===== config.mk =====
export PLATFORM = sky130hd
export DESIGN_NAME = lcd_plane_grey_scaler_core_flat
export DESIGN_NICKNAME = d
export VERILOG_FILES = /design/src/hw/rtl/lpgs_pkg.sv /design/src/hw/rtl/lpgs_in_if.sv /design/src/hw/rtl/lpgs_out_if.sv /design/src/hw/rtl/lpgs_cfg_if.sv /design/src/hw/rtl/lpgs_front.sv /design/src/hw/rtl/lpgs_queue.sv /design/src/hw/rtl/lpgs_back.sv /design/src/hw/rtl/lcd_plane_grey_scaler_core.sv /design/src/flat_wrapper.sv
export SDC_FILE = /design/constraint.sdc
export NUM_CORES = 1
export LEC_CHECK = 0
export ABC_AREA = 1
export ABC_CLOCK_PERIOD_IN_PS = 5450
export CAP_MARGIN = 0
export CORE_UTILIZATION = 39
export DETAILED_ROUTE_END_ITERATION = 6
export DONT_BUFFER_PORTS = 1
export MAX_ROUTING_LAYER = met4
export PLACE_DENSITY = 0.52
export SYNTH_ARGS = -nofsm -noshare
export SYNTH_HDL_FRONTEND = slang
export SYNTH_SLANG_ARGS = --single-unit

===== constraint.sdc =====
create_clock -name i_clk -period 5.45 [get_ports i_clk]
set_input_delay 0.545 -clock i_clk [delete_from_list [all_inputs] [get_ports i_clk]]
set_output_delay 0.545 -clock i_clk [all_outputs]
set_load 0.02 [all_outputs]

===== src/hw/rtl/lpgs_pkg.sv =====
// Shared types and constants of the LCD plane grey scaler.
// No dependencies; every other file of the block depends on this package.
package lpgs_pkg;

    // Default geometry and limits
    localparam int LPGS_SOURCE_ROWS   = 64;
    localparam int LPGS_BYTES_PER_ROW = 12;
    localparam int LPGS_MAX_SHADES    = 16;
    localparam int LPGS_MAX_SCALE     = 4;

    // Field widths
    localparam int PIX_W    = 8;
    localparam int GREY_W   = 5;
    localparam int ROW_W    = 8;
    localparam int GROUP_W  = 6;
    localparam int SRC_ROW_W = 6;
    localparam int COL_W    = 4;
    localparam int PLANE_W  = 4;
    localparam int SHADE_W  = 5;
    localparam int SCALE_W  = 3;
    localparam int STEP_W   = 2;
    localparam int CFG_IDX_W  = 2;
    localparam int CFG_DATA_W = 8;

    // Configuration register indexes
    typedef enum logic [CFG_IDX_W-1:0] {
        CFG_SHADE_COUNT = 2'd0,
        CFG_SCALE       = 2'd1
    } t_cfg_idx;

    // One finished byte handed from front to back
    typedef struct packed {
        logic [ROW_W-1:0]               row_base;
        logic [GROUP_W-1:0]             group_base;
        logic [SCALE_W-1:0]             scale;
        logic [PIX_W-1:0][GREY_W-1:0]   counts;
    } t_job;

    // Queue status seen by front and back
    typedef struct packed {
        logic full;
        logic empty;
    } t_q_status;

endpackage


===== src/hw/rtl/lpgs_in_if.sv =====
// Input channel of the LCD plane grey scaler: one plane byte per item.
// Depends on lpgs_pkg.
interface lpgs_in_if;
    logic                      valid;
    logic                      ready;
    logic [lpgs_pkg::PIX_W-1:0] pixel_bits;
    logic                      frame_start;

    modport source (output valid, pixel_bits, frame_start, input ready);
    modport sink   (input valid, pixel_bits, frame_start, output ready);
endinterface


===== src/hw/rtl/lpgs_out_if.sv =====
// Output channel of the LCD plane grey scaler: one 8-pixel group per item.
// Depends on lpgs_pkg.
interface lpgs_out_if;
    logic                          valid;
    logic                          ready;
    logic [lpgs_pkg::ROW_W-1:0]    out_row;
    logic [lpgs_pkg::GROUP_W-1:0]  out_group;
    logic [lpgs_pkg::GREY_W-1:0]   grey0;
    logic [lpgs_pkg::GREY_W-1:0]   grey1;
    logic [lpgs_pkg::GREY_W-1:0]   grey2;
    logic [lpgs_pkg::GREY_W-1:0]   grey3;
    logic [lpgs_pkg::GREY_W-1:0]   grey4;
    logic [lpgs_pkg::GREY_W-1:0]   grey5;
    logic [lpgs_pkg::GREY_W-1:0]   grey6;
    logic [lpgs_pkg::GREY_W-1:0]   grey7;
    logic                          burst_end;

    modport source (output valid, out_row, out_group, grey0, grey1, grey2, grey3,
                    grey4, grey5, grey6, grey7, burst_end, input ready);
    modport sink   (input valid, out_row, out_group, grey0, grey1, grey2, grey3,
                    grey4, grey5, grey6, grey7, burst_end, output ready);
endinterface


===== src/hw/rtl/lpgs_cfg_if.sv =====
// Configuration write channel of the LCD plane grey scaler.
// Depends on lpgs_pkg.
interface lpgs_cfg_if;
    logic                             valid;
    logic                             ready;
    logic [lpgs_pkg::CFG_IDX_W-1:0]   index;
    logic [lpgs_pkg::CFG_DATA_W-1:0]  data;

    modport source (output valid, index, data, input ready);
    modport sink   (input valid, index, data, output ready);
endinterface


===== src/hw/rtl/lpgs_front.sv =====
// Front end: accepts plane bytes, accumulates per-pixel counts and tracks
// plane, column and row. Depends on lpgs_pkg and lpgs_in_if.
module lpgs_front #(
    parameter int SOURCE_ROWS   = lpgs_pkg::LPGS_SOURCE_ROWS,
    parameter int BYTES_PER_ROW = lpgs_pkg::LPGS_BYTES_PER_ROW,
    parameter int MAX_SHADES    = lpgs_pkg::LPGS_MAX_SHADES,
    parameter int MAX_SCALE     = lpgs_pkg::LPGS_MAX_SCALE
) (
    input  logic                          i_clk,
    input  logic                          i_rst_n,
    lpgs_in_if.sink                       i_in,
    input  logic [lpgs_pkg::SHADE_W-1:0]  i_shade_count,
    input  logic [lpgs_pkg::SCALE_W-1:0]  i_scale,
    input  lpgs_pkg::t_q_status           i_q_status,
    output logic                          o_push,
    output lpgs_pkg::t_job                o_job
);
    import lpgs_pkg::*;

    logic [PLANE_W-1:0]             r_plane, n_plane;
    logic [COL_W-1:0]               r_col, n_col;
    logic [SRC_ROW_W-1:0]           r_row, n_row;
    logic [PIX_W-1:0][GREY_W-1:0]   r_counts, n_counts;

    logic                   accept;
    logic                   last_plane;
    logic [PLANE_W-1:0]     plane;
    logic [COL_W-1:0]       col;
    logic [SRC_ROW_W-1:0]   row;
    logic [SHADE_W-1:0]     shades;
    logic [SCALE_W-1:0]     scale_eff;
    logic [SRC_ROW_W+SCALE_W-1:0] row_prod;
    logic [COL_W+SCALE_W-1:0]     col_prod;

    assign i_in.ready = !i_q_status.full;
    assign accept     = i_in.valid && i_in.ready;

    // Clamp the configured plane count and scale
    always_comb begin
        shades = i_shade_count;
        if (shades == '0) shades = SHADE_W'(1);
        if (shades > SHADE_W'(MAX_SHADES)) shades = SHADE_W'(MAX_SHADES);
        scale_eff = i_scale;
        if (scale_eff == '0) scale_eff = SCALE_W'(1);
        if (scale_eff > SCALE_W'(MAX_SCALE)) scale_eff = SCALE_W'(MAX_SCALE);
    end

    // Frame start clears the position before this byte is used
    assign plane = i_in.frame_start ? '0 : r_plane;
    assign col   = i_in.frame_start ? '0 : r_col;
    assign row   = i_in.frame_start ? '0 : r_row;

    assign last_plane = ({1'b0, plane} + SHADE_W'(1)) >= shades;

    assign row_prod = row * scale_eff;
    assign col_prod = col * scale_eff;

    always_comb begin
        n_counts = r_counts;
        n_plane  = r_plane;
        n_col    = r_col;
        n_row    = r_row;
        if (accept) begin
            for (int k = 0; k < PIX_W; k++) begin
                if (plane == '0) begin
                    n_counts[k] = GREY_W'(i_in.pixel_bits[PIX_W-1-k]);
                end else begin
                    n_counts[k] = r_counts[k] + GREY_W'(i_in.pixel_bits[PIX_W-1-k]);
                end
            end
            if (last_plane) begin
                n_plane = '0;
                if (({1'b0, col} + (COL_W+1)'(1)) >= (COL_W+1)'(BYTES_PER_ROW)) begin
                    n_col = '0;
                    if (({1'b0, row} + (SRC_ROW_W+1)'(1)) >= (SRC_ROW_W+1)'(SOURCE_ROWS)) begin
                        n_row = '0;
                    end else begin
                        n_row = row + SRC_ROW_W'(1);
                    end
                end else begin
                    n_col = col + COL_W'(1);
                    n_row = row;
                end
            end else begin
                n_plane = plane + PLANE_W'(1);
                n_col   = col;
                n_row   = row;
            end
        end
    end

    always_ff @(posedge i_clk) begin
        if (!i_rst_n) begin
            r_plane  <= '0;
            r_col    <= '0;
            r_row    <= '0;
            r_counts <= '0;
        end else begin
            r_plane  <= n_plane;
            r_col    <= n_col;
            r_row    <= n_row;
            r_counts <= n_counts;
        end
    end

    assign o_push           = accept && last_plane;
    assign o_job.row_base   = row_prod[ROW_W-1:0];
    assign o_job.group_base = col_prod[GROUP_W-1:0];
    assign o_job.scale      = scale_eff;
    assign o_job.counts     = n_counts;

endmodule


===== src/hw/rtl/lpgs_queue.sv =====
// Two-entry queue of finished bytes between front and back.
// Depends on lpgs_pkg.
module lpgs_queue (
    input  logic                   i_clk,
    input  logic                   i_rst_n,
    input  logic                   i_push,
    input  lpgs_pkg::t_job         i_job,
    input  logic                   i_pop,
    output lpgs_pkg::t_job         o_head,
    output lpgs_pkg::t_q_status    o_status
);
    import lpgs_pkg::*;

    t_job       r_entry [2];
    logic       r_wr_ptr, n_wr_ptr;
    logic       r_rd_ptr, n_rd_ptr;
    logic [1:0] r_fill, n_fill;

    always_comb begin
        n_wr_ptr = r_wr_ptr ^ i_push;
        n_rd_ptr = r_rd_ptr ^ i_pop;
        n_fill   = r_fill + 2'(i_push) - 2'(i_pop);
    end

    always_ff @(posedge i_clk) begin
        if (!i_rst_n) begin
            r_wr_ptr <= 1'b0;
            r_rd_ptr <= 1'b0;
            r_fill   <= '0;
        end else begin
            r_wr_ptr <= n_wr_ptr;
            r_rd_ptr <= n_rd_ptr;
            r_fill   <= n_fill;
        end
    end

    always_ff @(posedge i_clk) begin
        if (i_push) r_entry[r_wr_ptr] <= i_job;
    end

    assign o_head         = r_entry[r_rd_ptr];
    assign o_status.full  = r_fill == 2'd2;
    assign o_status.empty = r_fill == 2'd0;

endmodule


===== src/hw/rtl/lpgs_back.sv =====
// Back end: walks the scaled rows and groups of the head byte and drives
// the registered output channel. Depends on lpgs_pkg and lpgs_out_if.
module lpgs_back (
    input  logic                   i_clk,
    input  logic                   i_rst_n,
    input  lpgs_pkg::t_job         i_head,
    input  lpgs_pkg::t_q_status    i_q_status,
    output logic                   o_pop,
    lpgs_out_if.source             o_out
);
    import lpgs_pkg::*;

    // Source pixel of output pixel p in group dx: (dx*8 + p) / scale
    function automatic logic [2:0] src_index(input logic [STEP_W-1:0] dx,
                                             input logic [2:0] p,
                                             input logic [SCALE_W-1:0] sc);
        logic [4:0]  v;
        logic [10:0] m;
        logic [4:0]  q;
        v = {dx, p};
        m = 11'(v) * 11'd43;
        case (sc)
            3'd2:    q = v >> 1;
            3'd3:    q = m[11-1:7] & 5'h1F;
            3'd4:    q = v >> 2;
            default: q = v;
        endcase
        return q[2:0];
    endfunction

    logic [STEP_W-1:0] r_dx, n_dx;
    logic [STEP_W-1:0] r_dy, n_dy;
    logic              r_valid, n_valid;
    logic              emit;
    logic              last_dx;
    logic              last_dy;
    logic [SCALE_W-1:0] sc_m1;

    logic [ROW_W-1:0]               r_row;
    logic [GROUP_W-1:0]             r_group;
    logic [PIX_W-1:0][GREY_W-1:0]   r_grey;
    logic                           r_end;

    assign sc_m1   = i_head.scale - SCALE_W'(1);
    assign last_dx = {1'b0, r_dx} == sc_m1;
    assign last_dy = {1'b0, r_dy} == sc_m1;
    assign emit    = !i_q_status.empty && (!r_valid || o_out.ready);
    assign o_pop   = emit && last_dx && last_dy;

    always_comb begin
        n_dx    = r_dx;
        n_dy    = r_dy;
        n_valid = r_valid;
        if (o_out.ready) n_valid = 1'b0;
        if (emit) begin
            n_valid = 1'b1;
            if (last_dx) begin
                n_dx = '0;
                n_dy = last_dy ? '0 : r_dy + STEP_W'(1);
            end else begin
                n_dx = r_dx + STEP_W'(1);
            end
        end
    end

    always_ff @(posedge i_clk) begin
        if (!i_rst_n) begin
            r_dx    <= '0;
            r_dy    <= '0;
            r_valid <= 1'b0;
        end else begin
            r_dx    <= n_dx;
            r_dy    <= n_dy;
            r_valid <= n_valid;
        end
    end

    always_ff @(posedge i_clk) begin
        if (emit) begin
            r_row   <= i_head.row_base + ROW_W'(r_dy);
            r_group <= i_head.group_base + GROUP_W'(r_dx);
            r_end   <= last_dx && last_dy;
            for (int p = 0; p < PIX_W; p++) begin
                r_grey[p] <= i_head.counts[src_index(r_dx, 3'(p), i_head.scale)];
            end
        end
    end

    assign o_out.valid     = r_valid;
    assign o_out.out_row   = r_row;
    assign o_out.out_group = r_group;
    assign o_out.grey0     = r_grey[0];
    assign o_out.grey1     = r_grey[1];
    assign o_out.grey2     = r_grey[2];
    assign o_out.grey3     = r_grey[3];
    assign o_out.grey4     = r_grey[4];
    assign o_out.grey5     = r_grey[5];
    assign o_out.grey6     = r_grey[6];
    assign o_out.grey7     = r_grey[7];
    assign o_out.burst_end = r_end;

endmodule


===== src/hw/rtl/lcd_plane_grey_scaler_core.sv =====
// Top level of the LCD plane grey scaler: configuration registers, front,
// queue and back. Depends on lpgs_pkg, the channel interfaces and submodules.
//
// Usage:
//   i_in carries one monochrome plane byte per item (pixel_bits, bit 7 is
//   the leftmost pixel, and frame_start, which clears row, column and plane
//   before the byte). Planes of one byte position follow one another.
//   After the last plane of a byte, o_out delivers scale*scale items, scaled
//   row outer and 8-pixel group inner, each with eight grey levels; the last
//   item of the burst has burst_end set.
//   i_cfg writes shade_count (index 0) and scale (index 1); it is always
//   ready and must only be used while the block is idle.
// Timing:
//   A plane byte is taken whenever the queue is not full. A last plane is
//   written into the queue; the back end reads the queue head into the
//   registered output, one result per cycle while o_out is ready, so each
//   byte gives scale*scale results and the input, with shade_count planes
//   per byte, runs at the slower of the two sides.
//   A two-entry queue lets the front accept while the back drains a burst.
// Reset: synchronous, active low; clears counters, the queue and the output
//   valid, and loads shade_count 6 and scale 1.
// Stall: when o_out.ready is low the output register holds, the queue fills
//   and then i_in.ready drops until the back end moves again.
module lcd_plane_grey_scaler_core #(
    parameter int SOURCE_ROWS   = lpgs_pkg::LPGS_SOURCE_ROWS,
    parameter int BYTES_PER_ROW = lpgs_pkg::LPGS_BYTES_PER_ROW,
    parameter int MAX_SHADES    = lpgs_pkg::LPGS_MAX_SHADES,
    parameter int MAX_SCALE     = lpgs_pkg::LPGS_MAX_SCALE
) (
    input  logic        i_clk,
    input  logic        i_rst_n,
    lpgs_in_if.sink     i_in,
    lpgs_out_if.source  o_out,
    lpgs_cfg_if.sink    i_cfg
);
    import lpgs_pkg::*;

    logic [SHADE_W-1:0] r_shade_count;
    logic [SCALE_W-1:0] r_scale;

    logic       q_push;
    logic       q_pop;
    t_job       q_job;
    t_job       q_head;
    t_q_status  q_status;

    // Configuration registers; writes to unknown indexes are dropped
    assign i_cfg.ready = 1'b1;

    always_ff @(posedge i_clk) begin
        if (!i_rst_n) begin
            r_shade_count <= SHADE_W'(6);
            r_scale       <= SCALE_W'(1);
        end else if (i_cfg.valid) begin
            unique case (t_cfg_idx'(i_cfg.index))
                CFG_SHADE_COUNT: r_shade_count <= i_cfg.data[SHADE_W-1:0];
                CFG_SCALE:       r_scale       <= i_cfg.data[SCALE_W-1:0];
                default: ;
            endcase
        end
    end

    // Front: count planes and hand finished bytes to the queue
    lpgs_front #(
        .SOURCE_ROWS  (SOURCE_ROWS),
        .BYTES_PER_ROW(BYTES_PER_ROW),
        .MAX_SHADES   (MAX_SHADES),
        .MAX_SCALE    (MAX_SCALE)
    ) u_front (
        .i_clk        (i_clk),
        .i_rst_n      (i_rst_n),
        .i_in         (i_in),
        .i_shade_count(r_shade_count),
        .i_scale      (r_scale),
        .i_q_status   (q_status),
        .o_push       (q_push),
        .o_job        (q_job)
    );

    // Queue: decouple plane intake from burst output
    lpgs_queue u_queue (
        .i_clk   (i_clk),
        .i_rst_n (i_rst_n),
        .i_push  (q_push),
        .i_job   (q_job),
        .i_pop   (q_pop),
        .o_head  (q_head),
        .o_status(q_status)
    );

    // Back: expand the head byte into scaled results
    lpgs_back u_back (
        .i_clk     (i_clk),
        .i_rst_n   (i_rst_n),
        .i_head    (q_head),
        .i_q_status(q_status),
        .o_pop     (q_pop),
        .o_out     (o_out)
    );

`ifndef SYNTHESIS
    a_no_overflow: assert property (@(posedge i_clk) disable iff (!i_rst_n)
        q_push |-> !q_status.full)
        else $error("queue push while full");

    a_no_underflow: assert property (@(posedge i_clk) disable iff (!i_rst_n)
        q_pop |-> !q_status.empty)
        else $error("queue pop while empty");

    a_reset_empty: assert property (@(posedge i_clk)
        !i_rst_n |=> (q_status.empty && !o_out.valid))
        else $error("queue or output not cleared by reset");
`endif

endmodule


===== src/flat_wrapper.sv =====
// flat-port wrapper written by rule: the top's interface ports become plain ports
module lcd_plane_grey_scaler_core_flat import lpgs_pkg::*;
#(
    parameter int SOURCE_ROWS   = lpgs_pkg::LPGS_SOURCE_ROWS,
    parameter int BYTES_PER_ROW = lpgs_pkg::LPGS_BYTES_PER_ROW,
    parameter int MAX_SHADES    = lpgs_pkg::LPGS_MAX_SHADES,
    parameter int MAX_SCALE     = lpgs_pkg::LPGS_MAX_SCALE
)
  (i_clk, i_rst_n, i_in_valid, i_in_pixel_bits, i_in_frame_start, i_in_ready, o_out_valid, o_out_out_row, o_out_out_group, o_out_grey0, o_out_grey1, o_out_grey2, o_out_grey3, o_out_grey4, o_out_grey5, o_out_grey6, o_out_grey7, o_out_burst_end, o_out_ready, i_cfg_valid, i_cfg_index, i_cfg_data, i_cfg_ready);
  lpgs_in_if i_in_i ();
  lpgs_out_if o_out_i ();
  lpgs_cfg_if i_cfg_i ();
  input  logic i_clk;
  input  logic i_rst_n;
  input wire logic [$bits(i_in_i.valid)-1:0] i_in_valid;
  input wire logic [$bits(i_in_i.pixel_bits)-1:0] i_in_pixel_bits;
  input wire logic [$bits(i_in_i.frame_start)-1:0] i_in_frame_start;
  output wire logic [$bits(i_in_i.ready)-1:0] i_in_ready;
  output wire logic [$bits(o_out_i.valid)-1:0] o_out_valid;
  output wire logic [$bits(o_out_i.out_row)-1:0] o_out_out_row;
  output wire logic [$bits(o_out_i.out_group)-1:0] o_out_out_group;
  output wire logic [$bits(o_out_i.grey0)-1:0] o_out_grey0;
  output wire logic [$bits(o_out_i.grey1)-1:0] o_out_grey1;
  output wire logic [$bits(o_out_i.grey2)-1:0] o_out_grey2;
  output wire logic [$bits(o_out_i.grey3)-1:0] o_out_grey3;
  output wire logic [$bits(o_out_i.grey4)-1:0] o_out_grey4;
  output wire logic [$bits(o_out_i.grey5)-1:0] o_out_grey5;
  output wire logic [$bits(o_out_i.grey6)-1:0] o_out_grey6;
  output wire logic [$bits(o_out_i.grey7)-1:0] o_out_grey7;
  output wire logic [$bits(o_out_i.burst_end)-1:0] o_out_burst_end;
  input wire logic [$bits(o_out_i.ready)-1:0] o_out_ready;
  input wire logic [$bits(i_cfg_i.valid)-1:0] i_cfg_valid;
  input wire logic [$bits(i_cfg_i.index)-1:0] i_cfg_index;
  input wire logic [$bits(i_cfg_i.data)-1:0] i_cfg_data;
  output wire logic [$bits(i_cfg_i.ready)-1:0] i_cfg_ready;
  assign i_in_i.valid = i_in_valid;
  assign i_in_i.pixel_bits = i_in_pixel_bits;
  assign i_in_i.frame_start = i_in_frame_start;
  assign i_in_ready = i_in_i.ready;
  assign o_out_valid = o_out_i.valid;
  assign o_out_out_row = o_out_i.out_row;
  assign o_out_out_group = o_out_i.out_group;
  assign o_out_grey0 = o_out_i.grey0;
  assign o_out_grey1 = o_out_i.grey1;
  assign o_out_grey2 = o_out_i.grey2;
  assign o_out_grey3 = o_out_i.grey3;
  assign o_out_grey4 = o_out_i.grey4;
  assign o_out_grey5 = o_out_i.grey5;
  assign o_out_grey6 = o_out_i.grey6;
  assign o_out_grey7 = o_out_i.grey7;
  assign o_out_burst_end = o_out_i.burst_end;
  assign o_out_i.ready = o_out_ready;
  assign i_cfg_i.valid = i_cfg_valid;
  assign i_cfg_i.index = i_cfg_index;
  assign i_cfg_i.data = i_cfg_data;
  assign i_cfg_ready = i_cfg_i.ready;
  lcd_plane_grey_scaler_core #(.SOURCE_ROWS(SOURCE_ROWS), .BYTES_PER_ROW(BYTES_PER_ROW), .MAX_SHADES(MAX_SHADES), .MAX_SCALE(MAX_SCALE)) u_core (.i_clk(i_clk), .i_rst_n(i_rst_n), .i_in(i_in_i), .o_out(o_out_i), .i_cfg(i_cfg_i));
endmodule

==> impl_metrics.csv, run 1 <==
group,metric,value,unit
floorplan,rows,68,
drt,firstDrtPassIters,5,
critical_path,critical_path.max_fanout,42,
run,cap_violations,0,
place,port_buffers,0,
critical_path,regToRegEndpoint,"u_core.u_back.o_out.grey2[4]",
sta,max_freq,0.251,GHz
clocking,htreeDepth,1,
hold_path,hold_depth,1,
clocking,numCtsBuffers,27,
hold_path,hp-class,"input port to flip-flop",
power,p_per_area,306,nW/um^2
clocking,clock_sinks,241,
hold_path,min_from,"i_rst_n",
clocking,clk_latency,0.54,ns
critical_path,crit_slowest_cell,"inv_1",
synth,yosysSeqAreaShare,46.6,%
sta,worstMarginPinSlew,1.12,ns
synth,synthArstFlopShare,0,%
power,ir_drop,199,uV
clocking,tritoncts,"yes",
global_route,antenna_found_initial,0,
power,p_leak,0.00634,uW
global_route,grt_pass1_vias,10600,
sta,slew_headroom,25.4,%
clocking,cts_resized,0,
drt,viasPerCell,5.28,
global_route,grt.total_usage,21.7,%
floorplan,die-height,191,microns
critical_path,worst-path-buf-inv,4,
drt,initialDrtViolationCount,827,
critical_path,arrival,4.31,ns
critical_path,cp_data_required_time,5.78,ns
place,gp_congestion,0.944,
clocking,postCtsSetupRepairBufs,0,
sta,rsz0062_at_grt,"no",
sta,hold_violations,0,
drt,wl_per_cell,17.7,microns
place,dpl.hpwl,26.3,mm
synth,syn-instance-count,1695,
clocking,clk_path_buf_depth,3,
synth,synth_edf_count,169,
critical_path,cp_slowest_stage_delay,0.72,ns
floorplan,die_w,191,microns
drt,ant_nets,0,
clocking,postCtsHoldBufs,0,
synth,synth_cell_types,42,
sta,maxSlewViolCount,0,
synth,synthTopCellsByArea,"edfxtp_1, nand2_1, dfxtp_1",
clocking,clock-root-buffer,"clkbuf_16",
global_route,grt_pass1_wl,59.9,mm
clocking,clk_pin_slew,0.07,ns
cells_and_area,area_growth,10.3,%
sta,fin_crit_sh,73.0,%
synth,syn_nets,1783,
synth,ys_ff_latch,241,
synth,synthFlopType,"edfxtp_1",
drt,via_count,11300,
global_route,grt_start_max_net_pins,61,
sta,clock_skew,0.0193,ns
sta,period_needed,3.98,ns
floorplan,core_area,34900,sq um
cells_and_area,fin_nets,1762,
hold_path,holdPathEnd,"u_core.r_shade_count[2]",
place,pre_cts_slack,1.29,ns
cells_and_area,num_antenna_cells,0,
critical_path,regToRegSetupSlack,1.47,ns
critical_path,critPathTopFamily,"buffers and inverters",
cells_and_area,layout-drive-gt1-share,9.39,%
floorplan,die-area,36600,sq um
synth,synth_warnings,0,
critical_path,worst_setup_path_end_kind,"flip-flop",
status,status,"complete, no violations",
global_route,grt-ovfl-total,0,
sta,tns,0,ns
floorplan,pin_count,82,
floorplan,start_util,40.0,%
synth,syn_area,14000,sq um
sta,setup_violations,0,
critical_path,start_kind,"flip-flop",
synth,avgSynthCellArea,8.24,sq um
critical_path,path_class,"flip-flop to flip-flop",
critical_path,cp_cell_sequence,"inv_2 -> buf_4 -> or2_2 -> o21ai_0 -> inv_1 -> ha_1 -> nand3_2 -> nand3_4 -> nand3_1 -> inv_1 -> o21ai_0 -> o22ai_1",
synth,yosysTopAreaCellShare,36.3,%
cells_and_area,finish.utilization,44.2,%
synth,yosys.area.top_type,"edfxtp_1",
critical_path,r2r_cells,12,
drt,drc,0,
sta,fin_ws,1.47,ns
drt,wl,38.0,mm
==> metal layers <==
metal / global-route usage (%) / share of wire [%]
met5: - / 0
met1: 30.1 / 48
met4: 7.23 / 2.8
met2: 32.7 / 43
met3: 2.75 / 5.9
==> through the flow <==
| step | hold WS, ns | area, sq um | cells | total power, uW |
|---|---|---|---|---|
| after floorplan | 0.429 | 14000 | 1695 | 2630 |
| after global placement | 0.447 | 14500 | 2100 | 2810 |
| after detailed placement | 0.466 | 14500 | 2100 | 2820 |
| after CTS | 0.0766 | 15400 | 2149 | 4760 |
| after global routing | 0.0904 | 15400 | 2149 | 4920 |
| final | 0.104 | 15400 | 2149 | 4710 |
==> cells in the final DEF (no fill, tap or decap), types with 5 or more instances in the layout <==
| master | n |
|---|---|
| a21oi_1 | 77 |
| a31o_2 | 8 |
| and2_1 | 8 |
| buf_4 | 38 |
| bufinv_16 | 6 |
| clkbuf_16 | 27 |
| clkinv_1 | 5 |
| clkinv_2 | 5 |
| dfxtp_1 | 71 |
| edfxtp_1 | 169 |
| fa_1 | 10 |
| ha_1 | 52 |
| inv_1 | 160 |
| inv_2 | 8 |
| mux2i_1 | 6 |
| nand2_1 | 439 |
| nand3_1 | 94 |
| nand4_1 | 8 |
| nor2_1 | 101 |
| nor3_1 | 47 |
| nor3b_1 | 8 |
| nor4_1 | 24 |
| o211ai_1 | 64 |
| o21ai_0 | 139 |
| o21ai_1 | 8 |
| o22ai_1 | 10 |
| or2_2 | 45 |
| xnor2_1 | 6 |
| xor2_1 | 15 |
==> sequential cells by signal (all words and copies together), names as in the netlist, 5 cells and up, named ones only <==
register                       count
u_core.u_queue.r_entry           114
u_core.u_front.r_counts           40
u_core.u_back.o_out.out_row        8
u_core.u_back.o_out.out_group      6
u_core.u_front.r_row               6
u_core.r_shade_count               5
u_core.u_back.o_out.grey0          5
u_core.u_back.o_out.grey1          5
u_core.u_back.o_out.grey2          5
u_core.u_back.o_out.grey3          5
u_core.u_back.o_out.grey4          5
u_core.u_back.o_out.grey5          5
u_core.u_back.o_out.grey6          5
u_core.u_back.o_out.grey7          5
==> logic make-up after synthesis <==
kind of cell,count (synthesis),share of synthesized area (%)
AND/OR/NAND/NOR,783,24.6
AO/OA/AOI/OAI,320,13.2
buffers and inverters,259,7.51
flip-flops,241,46.6
adder cells (fa/ha/maj),64,6.27
XOR/XNOR,21,1.32
multiplexers,6,0.430
other,1,0.0268
==> worst max-delay path by stage <==
| stage | from | end | slack (ns) | cells past startpoint |
|---|---|---|---|---|
| after floorplan | o_out_ready | u_core.u_queue.r_fill[1] | 0.51 | 10 |
| after global placement | i_in_frame_start | u_core.u_queue.r_entry[1][38] | 1.33 | 15 |
| after detailed placement | i_in_frame_start | u_core.u_queue.r_entry[1][28] | 1.29 | 15 |
| after CTS | flip-flop | u_core.u_back.o_out.grey2[0] | 1.43 | 12 |
| after global routing | flip-flop | u_core.u_back.o_out.grey2[0] | 1.05 | 12 |
| final | flip-flop | u_core.u_back.o_out.grey2[4] | 1.47 | 12 |
==> final cells by class <==
cell class	instances	area (sq um)
Clock inverter	17	233
Inverter	169	634
Multi-Input combinational cell	1195	6420
Fill cell	3465	19500
Tap cell	455	569
Clock buffer	32	704
Timing Repair Buffer	40	325
Sequential cell	241	6520
==> synthesized netlist by cell type (2+ instances only) <==
master,count
o211ai_1,64
nor3_1,47
nand3_4,2
xnor2_1,6
a21oi_1,78
ha_1,54
a31o_2,8
buf_1,2
buf_4,4
edfxtp_1,169
nor3b_1,8
clkbuf_1,45
and2_1,8
o2111ai_1,3
inv_1,160
nor2_1,102
mux2i_1,6
nand2_4,2
o21ai_0,139
nand3_2,2
buf_2,37
o21a_1,2
buf_6,2
dfxtp_1,72
nor4_1,24
o21ai_2,4
o21ai_1,8
nand3_1,94
inv_2,8
nand2_1,439
o22ai_1,10
fa_1,10
xor2_1,15
nand4_1,8
or2_2,45
a211oi_1,2
==> where the power goes <==
group / leakage (uW) / switching [uW] / internal, uW / total, uW
logic: 0.00370 / 457 / 181 / 639
clock network: 0.000455 / 732 / 1200 / 1930
registers: 0.00218 / 73.9 / 2070 / 2140
No activity file was read; power rests on OpenSTA's default activity.
==> run 2: changes to the inputs <==
Settings changed: ABC_CLOCK_PERIOD_IN_PS 5450 to 3900.
Clock period 5.45 ns to 3.9 ns, I/O delays scaled along.
==> impl_metrics.csv, run 2 (synthesis gave the netlist of run 1 again) <==
group,metric,value,unit
clocking,numCtsBuffers,27,
drt,wl_per_cell,17.7,microns
clocking,clock_sinks,241,
floorplan,start_util,40.0,%
sta,hold_violations,0,
sta,setup_violations,0,
place,gp_congestion,0.906,
global_route,grtUsageMet3,2.61,%
cells_and_area,layout-drive-gt1-share,10.0,%
global_route,grt.total_usage,21.9,%
sta,maxSlewViolCount,0,
floorplan,core_area,34900,sq um
drt,firstDrtPassIters,5,
floorplan,die-area,36600,sq um
sta,whs,0.0231,ns
clocking,cts_resized,0,
hold_path,hp-class,"input port to flip-flop",
cells_and_area,area_growth,10.8,%
sta,fin_crit_sh,85.6,%
clocking,clk_latency,0.55,ns
clocking,tritoncts,"yes",
cells_and_area,nFillCells,3516,
cells_and_area,fin_nets,1780,
global_route,grt_pass1_vias,10800,
drt,via_count,11500,
cells_and_area,final_common_cell,"nand2_1",
clocking,clk_path_buf_depth,3,
cells_and_area,multi_input_area,6420,sq um
critical_path,path_class,"flip-flop to flip-flop",
drt,ant_nets,0,
cells_and_area,num_antenna_cells,0,
critical_path,arrival,3.62,ns
critical_path,worst_setup_path_end_kind,"flip-flop",
cells_and_area,final-seq-area,6520,sq um
power,p_leak,0.00639,uW
cells_and_area,stdcell_count,2168,
sta,period_needed,3.34,ns
floorplan,die-height,191,microns
drt,wl,38.3,mm
global_route,use_met2,32.6,%
critical_path,start_kind,"flip-flop",
sta,worstMarginPinSlew,1.04,ns
global_route,use_met1,30.9,%
run,cap_violations,0,
global_route,grt-ovfl-total,0,
clocking,postCtsHoldBufs,5,
global_route,busiest_layer,"met2",
power,ir_drop,321,uV
global_route,grt_start_max_net_pins,61,
clocking,htreeDepth,1,
status,status,"complete, no violations",
sta,max_freq,0.300,GHz
clocking,clk_pin_slew,0.06,ns
sta,rsz0062_at_grt,"no",
floorplan,pin_count,82,
sta,slew_headroom,30.1,%
sta,tns,0,ns
sta,clock_skew,0.0192,ns
drt,viasPerCell,5.32,
place,port_buffers,0,
drt,initialDrtViolationCount,981,
global_route,antenna_found_initial,0,
clocking,postCtsSetupRepairBufs,0,
place,dpl.cell_count,2113,
global_route,grt_pass1_wl,60.2,mm
cells_and_area,largest_reg_flops,114,
power,power,6390,uW
place,dpl.hpwl,26.6,mm
critical_path,critical_path.max_fanout,18,
hold_path,hold_depth,2,
clocking,clock-root-buffer,"clkbuf_16",
drt,drc,0,
cells_and_area,top_register,"u_core.u_queue.r_entry",
critical_path,r2r_cells,13,
floorplan,rows,68,
cells_and_area,final_cell_mix,"nand2_1, edfxtp_1, inv_1",
power,p_per_area,413,nW/um^2
critical_path,cp_data_required_time,4.18,ns
floorplan,die_w,191,microns
==> run 2: power by group <==
group	switching, uW	internal [uW]
logic	646	267
clock network	1040	1450
registers	104	2890
total	1790	4600
==> run 2: path summary, 6_finish.rpt <==
| check | startpoint | end | slack [ns] |
|---|---|---|---|
| worst max-delay path | flip-flop | u_core.u_back.o_out.grey1[4] | 0.56 |
| worst min-delay path | i_rst_n | u_core.u_queue.r_rd_ptr | 0.02 |
| worst max register to register | flip-flop | u_core.u_back.o_out.grey1[4] | 0.56 |
| worst min register to register | u_core.r_shade_count[0] | u_core.r_shade_count[0] | 0.46 |
==> run 2: critical path, stage by stage, from the launching register on <==
cell      delay (ns)
dfxtp_2         0.34
inv_2           0.12
or2_2           0.29
o21ai_0         0.11
inv_1           0.10
ha_1            0.20
nand3_2         0.24
nand3_4         0.26
nand2_1         0.50
clkinv_1        0.45
o211ai_1        0.22
nand2_1         0.07
nand2_1         0.06
nand2_1         0.10
==> run 2: cell type report <==
type	count	area share, %
sequential	241	42.1
multi-input combinational	1195	41.5
clock buffer	36	4.71
inverter	169	4.10
tap	455	3.68
timing repair buffer	58	3.06
clock inverter	14	0.865
==> run 2: per-layer routing <==
| metal | wire length [microns] | up-vias |
|---|---|---|
| li1 | - | 5735 |
| met1 | 18600 | 5390 |
| met4 | 1060 | 0 |
| met3 | 1980 | 78 |
| met2 | 16700 | 337 |
| met5 | 0 | - |
==> run 2: through the flow <==
step	utilization (%)	worst slack (ns)	area [sq um]
final	44.4	0.562	15500
after global routing	44.4	0.0628	15500
after CTS	44.4	0.514	15500
after detailed placement	41.8	0.571	14600
after global placement	41.8	0.611	14600
after floorplan	-	0.156	14000
==> run 3: changes to the inputs <==
Settings changed: ABC_CLOCK_PERIOD_IN_PS 3900 to 3500, CORE_UTILIZATION 39 to 45, PLACE_DENSITY 0.52 to 0.59.
Clock period 3.9 ns to 3.5 ns, I/O delays scaled along.
==> impl_metrics.csv, run 3 (synthesis gave the netlist of run 1 again) <==
group,metric,value,unit
drt,firstDrtPassIters,5,
place,dpl.hpwl,25.6,mm
power,internal-power,5470,uW
place,port_buffers,0,
cells_and_area,num_antenna_cells,0,
global_route,grt_start_max_net_pins,61,
cells_and_area,final_cell_mix,"nand2_1, edfxtp_1, inv_1",
clocking,numCtsBuffers,28,
drt,drc,0,
status,status,"complete, no violations",
cells_and_area,final_common_cell,"nand2_1",
critical_path,critical_path.max_fanout,18,
sta,period_needed,3.19,ns
critical_path,path_class,"flip-flop to flip-flop",
global_route,grt-ovfl-total,0,
drt,ant_nets,0,
power,power.switching,2020,uW
hold_path,holdPathEnd,"u_core.u_back.r_dy[1]",
cells_and_area,largest_reg_flops,114,
sta,hold_violations,0,
power,p_per_area,481,nW/um^2
power,swShare,27.0,%
global_route,grt_pass1_wl,58.3,mm
cells_and_area,design_area,15600,sq um
power,seq_power_share,44.5,%
critical_path,arrival,3.48,ns
sta,whs,0.0266,ns
power,ir_drop,383,uV
place,gp_congestion,0.940,
cells_and_area,fin_nets,1782,
clocking,postCtsSetupRepairBufs,0,
hold_path,hold_depth,2,
sta,max_freq,0.313,GHz
global_route,grt.total_usage,24.3,%
critical_path,worst_setup_path_end_kind,"flip-flop",
power,p_leak,0.00648,uW
sta,rsz0062_at_grt,"no",
cells_and_area,final-seq-area,6520,sq um
cells_and_area,finish.utilization,50.9,%
critical_path,start_kind,"flip-flop",
cells_and_area,nFillCells,2952,
clocking,clock_sinks,241,
floorplan,core_area,30600,sq um
sta,maxSlewViolCount,0,
clocking,clk_pin_slew,0.06,ns
drt,via_count,11600,
floorplan,die-height,178,microns
sta,slew_headroom,20.5,%
cells_and_area,layout-drive-gt1-share,10.3,%
critical_path,regToRegSetupSlack,0.31,ns
critical_path,regToRegEndpoint,"u_core.u_back.o_out.grey1[3]",
power,p_clk_share,42.0,%
clocking,postCtsHoldBufs,7,
sta,worstMarginPinSlew,1.18,ns
drt,viasPerCell,5.50,
clocking,tritoncts,"yes",
floorplan,die_w,178,microns
sta,clock_skew,0.0201,ns
clocking,htreeDepth,1,
floorplan,pin_count,82,
drt,wl,37.1,mm
hold_path,hp-class,"input port to flip-flop",
critical_path,cp_data_required_time,3.79,ns
sta,fin_crit_sh,91.2,%
place,postPlaceCellArea,14500,sq um
hold_path,min_from,"i_rst_n",
global_route,antenna_found_initial,0,
run,cap_violations,0,
critical_path,r2r_cells,13,
drt,wl_per_cell,17.6,microns
sta,setup_violations,0,
clocking,clk_path_buf_depth,3,
drt,initialDrtViolationCount,1144,
floorplan,start_util,45.7,%
floorplan,die-area,31700,sq um
power,combPwrFrac,13.5,%
global_route,grt_pass1_vias,10700,
clocking,cts_resized,0,
cells_and_area,multi_input_area,6420,sq um
cells_and_area,top_register,"u_core.u_queue.r_entry",
clocking,clock-root-buffer,"clkbuf_16",
floorplan,rows,64,
clocking,clk_latency,0.55,ns
cells_and_area,area_growth,11.6,%
==> run 3: area by class of cell <==
type	count	share of cell area (%)
Multi-Input combinational cell	1195	41.2
Timing Repair Buffer	59	3.28
Inverter	169	4.07
Sequential cell	241	41.8
Clock buffer	31	4.71
Clock inverter	21	1.73
Tap cell	396	3.18
==> run 3: through the flow <==
| stage | power (uW) | setup WS (ns) | cells | setup TNS (ns) |
|---|---|---|---|---|
| after global routing | 7820 | 0.0123 | 2112 | 0 |
| after floorplan | 4090 | -0.204 | 1695 | -23.22 |
| final | 7490 | 0.308 | 2112 | 0 |
| after CTS | 7550 | 0.344 | 2112 | 0 |
| after detailed placement | 4390 | 0.336 | 2053 | 0 |
| after global placement | 4370 | 0.388 | 2053 | 0 |
==> run 3: routing by layer <==
metal / vias to the layer above / wire [microns] / global-route usage, %
li1: 5740 / - / -
met1: 5425 / 17400 / 33.7
met2: 376 / 16400 / 36.8
met3: 81 / 2160 / 3.50
met4: 0 / 1110 / 7.49
met5: - / 0 / -
==> run 3: worst max path at each step <==
stage | from | endpoint | cells past startpoint
floorplan | i_in_frame_start | u_core.u_queue.r_entry[0][0] | 13
global placement | flip-flop | u_core.u_back.o_out.grey1[1] | 13
detailed placement | i_in_frame_start | u_core.u_queue.r_entry[0][53] | 15
CTS | u_core.r_scale[2] | u_core.u_queue.r_entry[0][56] | 13
global route | flip-flop | u_core.u_back.o_out.grey1[1] | 13
finish | flip-flop | u_core.u_back.o_out.grey1[3] | 13
==> run 3: power by group through the flow <==
stage / clock network (uW) / registers [uW] / logic, uW
finish: 3150 / 3330 / 1010
global route: 3340 / 3350 / 1130
CTS: 3220 / 3340 / 1000
detailed placement: 0 / 3400 / 989
global placement: 0 / 3390 / 974
floorplan: 0 / 3380 / 703
==> run 3: critical path, stage by stage (launching register included) <==
cell	delay (ns)
dfxtp_2	0.37
inv_2	0.06
or2_2	0.26
o21ai_0	0.12
inv_1	0.11
ha_1	0.20
nand3_2	0.23
nand3_4	0.25
nand2_1	0.48
clkinv_1	0.45
o211ai_1	0.22
nand2_1	0.07
nand2_1	0.06
nand2_1	0.06
